`src/efsp_pkg.sv`:
```
// Shared types and constants for the EEG frame sample parser.
package efsp_pkg;

  localparam int unsigned ChannelsDef = 8;

  localparam logic [7:0]  HdrFirst   = 8'hC0;
  localparam logic [7:0]  HdrSecond  = 8'hA0;
  localparam int unsigned TrailBytes = 6;
  localparam int unsigned TrailW     = $clog2(TrailBytes);

  localparam int unsigned GainW      = 24;
  localparam logic [GainW-1:0] GainReset = 24'd375000;

  localparam int unsigned ChanOutW   = 3;
  localparam int unsigned RawW       = 24;
  localparam int unsigned ScaledW    = 48;

  localparam int unsigned PaddrW     = 3;
  localparam int unsigned PdataW     = 32;
  localparam logic [PaddrW-3:0] RegGain = '0;

  typedef enum logic [2:0] {
    StHunt,
    StHdr,
    StSkip,
    StSample,
    StSpare,
    StTrail
  } frame_st_e;

  typedef enum logic [1:0] {
    PosHigh,
    PosMid,
    PosLow
  } byte_pos_e;

  typedef struct packed {
    logic [ChanOutW-1:0] channel;
    logic [RawW-1:0]     raw;
    logic                last;
  } sample_beat_t;

endpackage

```
`src/efsp_byte_if.sv`:
```
// Input channel: one received byte per beat.
interface efsp_byte_if;
  logic       valid;
  logic       ready;
  logic [7:0] rx_byte;

  modport source (output valid, output rx_byte, input ready);
  modport sink   (input valid, input rx_byte, output ready);
endinterface

```
`src/efsp_sample_if.sv`:
```
// Output channel: one decoded, scaled sample per beat.
interface efsp_sample_if;
  logic               valid;
  logic               ready;
  logic [2:0]         channel;
  logic signed [23:0] raw_sample;
  logic signed [47:0] scaled_sample;
  logic               last_in_frame;

  modport source (output valid, output channel, output raw_sample, output scaled_sample,
                  output last_in_frame, input ready);
  modport sink   (input valid, input channel, input raw_sample, input scaled_sample,
                  input last_in_frame, output ready);
endinterface

```
`src/efsp_apb_regs.sv`:
```
// APB register block holding the gain register.
module efsp_apb_regs
  import efsp_pkg::*;
(
  input  logic              clk_i,
  input  logic              rst_ni,
  input  logic              psel,
  input  logic              penable,
  input  logic              pwrite,
  input  logic [PaddrW-1:0] paddr,
  input  logic [PdataW-1:0] pwdata,
  output logic [PdataW-1:0] prdata,
  output logic              pready,
  output logic [GainW-1:0]  gain_o
);

  logic [GainW-1:0] gain_q;
  logic             hit_gain;
  logic             wr_en;

  assign pready   = 1'b1;
  assign hit_gain = (paddr[PaddrW-1:2] == RegGain);
  assign wr_en    = psel && penable && pwrite && hit_gain;

  always_ff @(posedge clk_i or negedge rst_ni) begin
    if (!rst_ni) begin
      gain_q <= GainReset;
    end else if (wr_en) begin
      gain_q <= pwdata[GainW-1:0];
    end
  end

  assign prdata = hit_gain ? PdataW'(gain_q) : '0;
  assign gain_o = gain_q;

endmodule

```
`src/efsp_framer.sv`:
```
// Frame parser: header hunt, sample byte assembly and trailer check.
module efsp_framer
  import efsp_pkg::*;
#(
  parameter int unsigned CHANNELS = ChannelsDef
) (
  input  logic          clk_i,
  input  logic          rst_ni,
  efsp_byte_if.sink     rx_i,
  output logic          beat_valid_o,
  output sample_beat_t  beat_o,
  input  logic          beat_ready_i
);

  localparam int unsigned ChanW = (CHANNELS > 1) ? $clog2(CHANNELS) : 1;
  localparam logic [ChanW-1:0] ChanLast = ChanW'(CHANNELS - 1);

  frame_st_e         state_q, state_d;
  byte_pos_e         pos_q, pos_d;
  logic [ChanW-1:0]  chan_q, chan_d;
  logic [TrailW-1:0] trail_q, trail_d;
  logic [15:0]       partial_q, partial_d;

  logic         s1_valid_q, s1_valid_d;
  sample_beat_t s1_q, s1_d;

  logic fire;

  assign rx_i.ready = !s1_valid_q || beat_ready_i;
  assign fire       = rx_i.valid && rx_i.ready;

  always_comb begin
    state_d    = state_q;
    pos_d      = pos_q;
    chan_d     = chan_q;
    trail_d    = trail_q;
    partial_d  = partial_q;
    s1_valid_d = s1_valid_q && !beat_ready_i;
    s1_d       = s1_q;

    if (fire) begin
      unique case (state_q)
        StHunt: begin
          if (rx_i.rx_byte == HdrFirst) state_d = StHdr;
        end
        StHdr: begin
          state_d = (rx_i.rx_byte == HdrSecond) ? StSkip : StHunt;
        end
        StSkip: begin
          state_d = StSample;
          chan_d  = '0;
          pos_d   = PosHigh;
        end
        StSample: begin
          unique case (pos_q)
            PosHigh: begin
              partial_d = {8'h00, rx_i.rx_byte};
              pos_d     = PosMid;
            end
            PosMid: begin
              partial_d = {partial_q[7:0], rx_i.rx_byte};
              pos_d     = PosLow;
            end
            default: begin
              s1_valid_d   = 1'b1;
              s1_d.channel = ChanOutW'(chan_q);
              s1_d.raw     = {partial_q, rx_i.rx_byte};
              s1_d.last    = (chan_q == ChanLast);
              pos_d        = PosHigh;
              if (chan_q == ChanLast) begin
                state_d = StSpare;
              end else begin
                chan_d = chan_q + 1'b1;
              end
            end
          endcase
        end
        StSpare: begin
          state_d = StTrail;
          trail_d = '0;
        end
        default: begin
          // trailer: six zero bytes, anything else drops back to hunting
          if (rx_i.rx_byte != 8'h00 || trail_q == TrailW'(TrailBytes - 1)) begin
            state_d = StHunt;
          end else begin
            trail_d = trail_q + 1'b1;
          end
        end
      endcase
    end
  end

  always_ff @(posedge clk_i or negedge rst_ni) begin
    if (!rst_ni) begin
      state_q    <= StHunt;
      pos_q      <= PosHigh;
      chan_q     <= '0;
      trail_q    <= '0;
      partial_q  <= '0;
      s1_valid_q <= 1'b0;
    end else begin
      state_q    <= state_d;
      pos_q      <= pos_d;
      chan_q     <= chan_d;
      trail_q    <= trail_d;
      partial_q  <= partial_d;
      s1_valid_q <= s1_valid_d;
    end
  end

  always_ff @(posedge clk_i) begin
    s1_q <= s1_d;
  end

  assign beat_valid_o = s1_valid_q;
  assign beat_o       = s1_q;

endmodule

```
`src/efsp_scaler.sv`:
```
// Gain multiply and output register.
module efsp_scaler
  import efsp_pkg::*;
(
  input  logic             clk_i,
  input  logic             rst_ni,
  input  logic             beat_valid_i,
  input  sample_beat_t     beat_i,
  output logic             beat_ready_o,
  input  logic [GainW-1:0] gain_i,
  efsp_sample_if.source    smp_o
);

  logic                      out_valid_q;
  logic [ChanOutW-1:0]       chan_q;
  logic signed [RawW-1:0]    raw_q;
  logic signed [ScaledW-1:0] scaled_q;
  logic                      last_q;
  logic signed [RawW+GainW:0] product;
  logic                      load;

  assign beat_ready_o = !out_valid_q || smp_o.ready;
  assign load         = beat_valid_i && beat_ready_o;

  // gain is unsigned, so widen it with a zero sign bit
  assign product = $signed(beat_i.raw) * $signed({1'b0, gain_i});

  always_ff @(posedge clk_i or negedge rst_ni) begin
    if (!rst_ni) begin
      out_valid_q <= 1'b0;
    end else if (beat_ready_o) begin
      out_valid_q <= beat_valid_i;
    end
  end

  always_ff @(posedge clk_i) begin
    if (load) begin
      chan_q   <= beat_i.channel;
      raw_q    <= beat_i.raw;
      scaled_q <= product[ScaledW-1:0];
      last_q   <= beat_i.last;
    end
  end

  assign smp_o.valid         = out_valid_q;
  assign smp_o.channel       = chan_q;
  assign smp_o.raw_sample    = raw_q;
  assign smp_o.scaled_sample = scaled_q;
  assign smp_o.last_in_frame = last_q;

endmodule

```
`src/eeg_frame_sample_parser.sv`:
```
// Top level of the EEG frame sample parser.
//
//   port    dir   kind         beat
//   rx_i    in    valid/ready  one received byte
//   smp_o   out   valid/ready  channel, raw sample, scaled sample, last flag
//   apb     in    APB r/w      gain register at byte address 0
//
// One byte is taken every cycle while rx_i.ready is high. A sample's third byte
// moves it into the parser register, then into the gain multiply register.
// Each stage holds a beat until the next one frees; rx_i.ready drops only when
// both the parser register and the output register are full and stalled.
// Reset clears the parse state to header hunting and the gain to 375000.
module eeg_frame_sample_parser
  import efsp_pkg::*;
#(
  parameter int unsigned CHANNELS = ChannelsDef
) (
  input  logic              clk_i,
  input  logic              rst_ni,
  input  logic              psel,
  input  logic              penable,
  input  logic              pwrite,
  input  logic [PaddrW-1:0] paddr,
  input  logic [PdataW-1:0] pwdata,
  output logic [PdataW-1:0] prdata,
  output logic              pready,
  efsp_byte_if.sink         rx_i,
  efsp_sample_if.source     smp_o
);

  logic [GainW-1:0] gain;
  logic             beat_valid;
  logic             beat_ready;
  sample_beat_t     beat;

  efsp_apb_regs u_regs (
    .clk_i   (clk_i),
    .rst_ni  (rst_ni),
    .psel    (psel),
    .penable (penable),
    .pwrite  (pwrite),
    .paddr   (paddr),
    .pwdata  (pwdata),
    .prdata  (prdata),
    .pready  (pready),
    .gain_o  (gain)
  );

  efsp_framer #(
    .CHANNELS (CHANNELS)
  ) u_framer (
    .clk_i        (clk_i),
    .rst_ni       (rst_ni),
    .rx_i         (rx_i),
    .beat_valid_o (beat_valid),
    .beat_o       (beat),
    .beat_ready_i (beat_ready)
  );

  efsp_scaler u_scaler (
    .clk_i        (clk_i),
    .rst_ni       (rst_ni),
    .beat_valid_i (beat_valid),
    .beat_i       (beat),
    .beat_ready_o (beat_ready),
    .gain_i       (gain),
    .smp_o        (smp_o)
  );

endmodule
```
`src/flat_wrapper.sv`:
```
// flat-port wrapper written by rule: the top's interface ports become plain ports
module eeg_frame_sample_parser_flat import efsp_pkg::*;
#(
  parameter int unsigned CHANNELS = ChannelsDef
)
  (clk_i, rst_ni, psel, penable, pwrite, paddr, pwdata, prdata, pready, rx_i_valid, rx_i_rx_byte, rx_i_ready, smp_o_valid, smp_o_channel, smp_o_raw_sample, smp_o_scaled_sample, smp_o_last_in_frame, smp_o_ready);
  efsp_byte_if rx_i_i ();
  efsp_sample_if smp_o_i ();
  input  logic clk_i;
  input  logic rst_ni;
  input  logic psel;
  input  logic penable;
  input  logic pwrite;
  input  logic [PaddrW-1:0] paddr;
  input  logic [PdataW-1:0] pwdata;
  output logic [PdataW-1:0] prdata;
  output logic pready;
  input wire logic [$bits(rx_i_i.valid)-1:0] rx_i_valid;
  input wire logic [$bits(rx_i_i.rx_byte)-1:0] rx_i_rx_byte;
  output wire logic [$bits(rx_i_i.ready)-1:0] rx_i_ready;
  output wire logic [$bits(smp_o_i.valid)-1:0] smp_o_valid;
  output wire logic [$bits(smp_o_i.channel)-1:0] smp_o_channel;
  output wire logic [$bits(smp_o_i.raw_sample)-1:0] smp_o_raw_sample;
  output wire logic [$bits(smp_o_i.scaled_sample)-1:0] smp_o_scaled_sample;
  output wire logic [$bits(smp_o_i.last_in_frame)-1:0] smp_o_last_in_frame;
  input wire logic [$bits(smp_o_i.ready)-1:0] smp_o_ready;
  assign rx_i_i.valid = rx_i_valid;
  assign rx_i_i.rx_byte = rx_i_rx_byte;
  assign rx_i_ready = rx_i_i.ready;
  assign smp_o_valid = smp_o_i.valid;
  assign smp_o_channel = smp_o_i.channel;
  assign smp_o_raw_sample = smp_o_i.raw_sample;
  assign smp_o_scaled_sample = smp_o_i.scaled_sample;
  assign smp_o_last_in_frame = smp_o_i.last_in_frame;
  assign smp_o_i.ready = smp_o_ready;
  eeg_frame_sample_parser #(.CHANNELS(CHANNELS)) u_core (.clk_i(clk_i), .rst_ni(rst_ni), .psel(psel), .penable(penable), .pwrite(pwrite), .paddr(paddr), .pwdata(pwdata), .prdata(prdata), .pready(pready), .rx_i(rx_i_i), .smp_o(smp_o_i));
endmodule
```
`config.mk`:
```
export PLATFORM = sky130hd
export DESIGN_NAME = eeg_frame_sample_parser_flat
export DESIGN_NICKNAME = d
export VERILOG_FILES = /design/src/efsp_pkg.sv /design/src/efsp_byte_if.sv /design/src/efsp_sample_if.sv /design/src/efsp_apb_regs.sv /design/src/efsp_framer.sv /design/src/efsp_scaler.sv /design/src/eeg_frame_sample_parser.sv /design/src/flat_wrapper.sv
export SDC_FILE = /design/constraint.sdc
export NUM_CORES = 2
export LEC_CHECK = 0
export BUFFER_PORTS_ARGS = -buffer_cell sky130_fd_sc_hd__buf_2
export CELL_PAD_IN_SITES_DETAIL_PLACEMENT = 1
export CELL_PAD_IN_SITES_GLOBAL_PLACEMENT = 2
export CORE_MARGIN = 2
export CORE_UTILIZATION = 45
export DETAILED_ROUTE_END_ITERATION = 16
export PLACE_DENSITY = 0.91
export SETUP_SLACK_MARGIN = 0.15
export SYNTH_ARGS = -nofsm -noshare
export SYNTH_HDL_FRONTEND = slang
export SYNTH_SLANG_ARGS = --single-unit
```
`constraint.sdc`:
```
create_clock -name clk_i -period 11.4 [get_ports clk_i]
set_input_delay 1.14 -clock clk_i [delete_from_list [all_inputs] [get_ports clk_i]]
set_output_delay 1.14 -clock clk_i [all_outputs]
set_load 0.01 [all_outputs]
```
Yosys cells after proc, flatten, opt, wreduce, memory -nomap -nowiden. Cells that the tools add are included.

Add/subtract/negate cells: 2. Multiply operators: 1. Eq/ne operators: 14. Multiplexer cells: 18. Bitwise operators: 3. Reductions and logical operators: 26.

Operator list (number): 24-bit by 25-bit multiplier with 48-bit output (1); 16-bit one-hot mux with 2 select lines (1); 24-bit 2-to-1 mux (1); 3-bit 2-to-1 mux (7); 8-bit == test, second input constant (2); 3-bit one-hot mux with 5 select lines (1); 3-bit one-hot mux with 2 select lines (2); 3-bit == test, second input constant (3); 3-bit AND reduction (3); 2-bit inequality test, second input constant (4); 2-bit one-hot mux with 2 select lines (2); 8-bit nonzero test (1); 3-bit by 1-bit adder with 3-bit output, second input constant (2); 3-bit by 2-bit == test with 1-bit output, second input constant (2); 1-bit logical AND (6); 6-bit nonzero test (1); 5-bit AND reduction (1); 4-bit AND reduction (1); 2-bit nonzero test (2); 4-bit OR reduction (1); 3-bit by 1-bit == test with 1-bit output, second input constant (1); 1-bit logical NOT (3); 3-bit logical NOT (1); 1-bit logical OR (3); 8 further kinds (12).

Flip-flop bits (word level): 157. Input port bits: 50. Output and inout bits: 111.

Depth between registers and ports, before layout.
Depth in word-level cells: 7. Mapped depth: 27. Depth with buffers taken out: 25.

By module. A second synthesis with hierarchy kept.

Cells, all modules: 2553. Area total of the unflattened synthesis: 25089.1 um^2.

By module, submodules not included: efsp_scaler (times used 1, cells each 2288, area an instance 21624.5 um^2, seq. area each 2307.2 um^2); efsp_framer (times used 1, cells each 177, area an instance 2224.6 um^2, seq. area each 1541.5 um^2); efsp_apb_regs (times used 1, cells each 88, area an instance 1239.9 um^2, seq. area each 613.1 um^2).

Least setup slack after synthesis. Ideal clock, no wire load.

Path type: register -> register. From: register u_core.u_regs.gain_q[7] (netlist: u_core.u_regs.gain_o[7]). To: register u_core.u_scaler.scaled_q[46] (netlist: u_core.u_scaler.smp_o.scaled_sample[46]), data pin. Setup time: 262 ps. Data arrival time: 6365 ps. Data required time: 11138 ps. Setup slack: 4774 ps. Stages on the path, launching flop included: 26. Buffers on the path: 2. Clock period less this slack: 6626 ps. Cell sequence: dfstp_2 clkbuf_1 nand2_1 fa_1 inv_1 fa_1 inv_1 fa_1 inv_1 fa_1 fa_1 fa_1 inv_1 fa_1 inv_1 ha_1 clkbuf_2 and4_1 and3_1 o211ai_1 o211ai_1 o31ai_2 o21ai_0 a21oi_1 o21ai_1 xor2_1.

Cells in the longest elaborated chain, start to end: 1.

Ends and longest elaborated chain: start, declared (line efsp_apb_regs.sv:17) `logic [GainW-1:0] gain_q;`; start signal, assigned (line efsp_apb_regs.sv:27) `gain_q <= GainReset;`; start signal, assigned (line efsp_apb_regs.sv:29) `gain_q <= pwdata[GainW-1:0];`; 24-bit by 25-bit multiplier with 48-bit output (line efsp_scaler.sv:26) `assign product = $signed(beat_i.raw) * $signed({1'b0, gain_i});`; named net u_core.u_scaler.product[46] (line efsp_scaler.sv:19) `logic signed [RawW+GainW:0] product;`; end signal, assigned (line efsp_scaler.sv:40) `scaled_q <= product[ScaledW-1:0];`; end, declared (line efsp_scaler.sv:17) `logic signed [ScaledW-1:0] scaled_q;`.

The timed path passes the listed nets, and every way through them passes these cells. A chain may end at the register's enable or synchronous reset.

Final worst setup path.
From: register u_core.u_framer.s1_q (netlist bit u_core.u_framer.beat_o[8]). To: register u_core.u_scaler.scaled_q[46] (netlist: u_core.u_scaler.smp_o.scaled_sample[46]), data pin.

Cells in the longest elaborated chain, start to end: 1.

Ends and longest elaborated chain: start, declared (line efsp_framer.sv:25) `sample_beat_t s1_q, s1_d;`; start signal, assigned (line efsp_framer.sv:113) `s1_q <= s1_d;`; 24-bit by 25-bit multiplier with 48-bit output (line efsp_scaler.sv:26); named net u_core.u_scaler.product[46] (line efsp_scaler.sv:19).

The timed path passes the listed nets, and every way through them passes these cells.

==> flow_summary.json <==
{
  "die_h_um": 239,
  "final_max_slew_viol_count": 0,
  "status": "completed",
  "grt_pass1_wl_um": 113000,
  "syn_area_per_cell_um2": 9.90,
  "rsz0062_at_grt": "no",
  "io_buffers": 141,
  "fin_nets": 3317,
  "required_ns": 11.65,
  "via_count": 17600,
  "yosysMostFrequentCell": "inv_1",
  "path_max_fanout": 14,
  "cts_tree": "done",
  "synth_cells": 2507,
  "ios": 161,
  "synth.cell_area_mm2": 0.0248,
  "drt-initial-drc-count": 795,
  "cap_viol_max_count": 0,
  "hold_buffers": 0,
  "synth.top_cells.by_count": "inv_1 (545), fa_1 (482), nand2_1 (335)",
  "die_x_um": 239,
  "wl_per_cell_um": 21.6,
  "tightest_slew_ns": 1.34,
  "dpl_worst_slack_ns": 3.36,
  "end_kind": "flop",
  "rows": 86,
  "first_global_vias": 20500,
  "ys.flop_type": "edfxtp_1",
  "drive_gt1_share_pct": 10.4,
  "fin_ws_ns": 3.30,
  "routed_via_density": 5.32,
  "ant_nets": 0,
  "diodes": 0,
  "setup_violations": 0,
  "post_cts_buffers": 0,
  "fmax_ghz": 0.123,
  "grt_max_degree": 77,
  "yosys-top-cells-area": "fa_1 (39%), edfxtp_1 (13%), ha_1 (10%)",
  "fillers": 6112,
  "clock-root-buffer": "clkbuf_16",
  "yosysUniqueCellTypes": 54,
  "clk_path_buf_depth": 2,
  "coreArea_mm2": 0.0548,
  "synth_largest_area_cell": "fa_1",
  "relSlewSlack_pct": 10.9,
  "clk-insertion-delay-late_ns": 0.50,
  "skew_ns": 0.0235,
  "ys_ff_latch": 157,
  "arrival_ns": 8.35,
  "synth_edf_count": 104,
  "drc": 0,
  "critPathKind": "flop to flop",
  "grt_antenna_before_repair": 0,
  "h-tree-depth": 4,
  "fin_crit_sh_pct": 71.0,
  "wirelength_um": 71300,
  "die_area_mm2": 0.0571,
  "post-route-min-period_ns": 8.10,
  "first_pass_iters": 5,
  "yosysWarnings": 0,
  "grt.total_usage_pct": 26.3,
  "hp-class": "flop to flop",
  "async_flop_share_pct": 33.8,
  "finalWeightedCongestion": 0.820,
  "area_growth_pct": 7.98,
  "cts.repair.resized": 0,
  "dp_hpwl_um": 53900,
  "cts.sinks": 157,
  "numCtsBuffers": 17,
  "hold_viol_final": 0,
  "synth_top_area_share_pct": 38.9,
  "clk_pin_slew_ns": 0.09,
  "fin_tns_setup_ns": 0,
  "gr-total-overflow": 0,
  "startpoint_type": "flop",
  "ys_seq_area_share_pct": 18.0,
  "initial_core_util_pct": 45.3
}
[registers in the layout, summed over array words and instances, names as in the netlist]
register and flops:
u_core.u_framer.beat_o 28, u_core.u_framer.beat_valid_o 1, u_core.u_framer.chan_q 3, u_core.u_framer.partial_q 16, u_core.u_framer.pos_q 2, u_core.u_framer.state_q 3
u_core.u_framer.trail_q 3, u_core.u_regs.gain_o 24, u_core.u_scaler.smp_o.channel 3, u_core.u_scaler.smp_o.last_in_frame 1, u_core.u_scaler.smp_o.raw_sample 24, u_core.u_scaler.smp_o.scaled_sample 48
u_core.u_scaler.smp_o.valid 1
[logic make-up after synthesis]
| group | Yosys count | share of synthesized area (%) |
|---|---|---|
| AOI/OAI and AO/OA | 165 | 4.30 |
| xor gates and xnor gates | 45 | 1.59 |
| adders and majority gates | 682 | 49.0 |
| and+or+nand+nor | 753 | 15.4 |
| DFF | 157 | 18.0 |
| buffers and inverters | 671 | 10.3 |
| other | 2 | 0.0303 |
| muxes | 32 | 1.45 |
[cell usage in the layout, fill, tap and decap left out, types with 21 or more instances in the layout]
master and n:
a21o_1 22, a21oi_1 50, and2_1 282, buf_2 141, buf_4 37, dfrtp_1 43, edfxtp_1 104, fa_1 482
ha_1 200, inv_1 545, mux2_2 32, nand2_1 335, nand3_1 21, nor2b_1 39, o21ai_0 41, xnor2_1 31
[critical path, cell delays in order (launching register included)]
cell,delay [ns]
edfxtp_1,0.91
buf_4,0.34
nand2_1,0.11
fa_1,0.53
inv_1,0.06
fa_1,0.50
inv_1,0.05
fa_1,0.46
fa_1,0.49
fa_1,0.54
inv_1,0.05
fa_1,0.48
inv_1,0.05
fa_1,0.47
inv_1,0.04
ha_1,0.39
nand3_1,0.16
o31ai_1,0.08
a31oi_1,0.41
o211ai_1,0.38
o31ai_2,0.56
o21ai_0,0.21
a21oi_1,0.27
o21ai_1,0.12
xor2_1,0.16
[final cells by class]
| class | count | area (um^2) | area share (%) |
|---|---|---|---|
| multi-input combinational | 1686 | 17800 | 66.5 |
| sequential | 157 | 4460 | 16.6 |
| inverter | 545 | 2050 | 7.63 |
| timing repair buffer | 178 | 983 | 3.67 |
| tap | 704 | 881 | 3.29 |
| clock buffer | 17 | 425 | 1.59 |
| clock inverter | 15 | 174 | 0.649 |
[routing by layer]
metal / part of all wire [%] / up-vias / wire, um / global-route usage [%]
li1: - / 7651 / - / -
met5: 0 / - / 0 / 0
met3: 4.0 / 121 / 2830 / 3.73
met1: 40 / 9373 / 28400 / 31.5
met2: 53 / 410 / 37900 / 47.6
met4: 3.1 / 0 / 2240 / 10.1
[final timing paths]
kind | startpoint | end | slack (ns) | cells past startpoint
worst max-delay path | u_core.u_framer.beat_o[8] | u_core.u_scaler.smp_o.scaled_sample[46] | 3.30 | 24
worst min-delay path | u_core.u_framer.beat_o[27] | u_core.u_scaler.smp_o.channel[2] | 0.43 | 0
worst max register to register | u_core.u_framer.beat_o[8] | u_core.u_scaler.smp_o.scaled_sample[46] | 3.30 | 24
worst min register to register | u_core.u_framer.beat_o[27] | u_core.u_scaler.smp_o.channel[2] | 0.43 | 0
max in group asynchronous | rst_ni | u_core.u_framer.partial_q[8] | 10.09 | 2
min in group asynchronous | rst_ni | u_core.u_scaler.smp_o.valid | 0.79 | 2
[per-stage QoR]
stage	util [%]	cells	hold slack, ns	area [um^2]
after floorplan	-	2514	0.400	24800
after global placement	47.8	3270	0.410	26200
after detailed placement	47.8	3270	0.407	26200
after CTS	48.9	3302	0.426	26800
after global routing	48.9	3302	0.431	26800
final	48.9	3302	0.427	26800
Power is not shown: default switching activity piles up to over one toggle a cycle in this logic, so the estimate is an artifact.
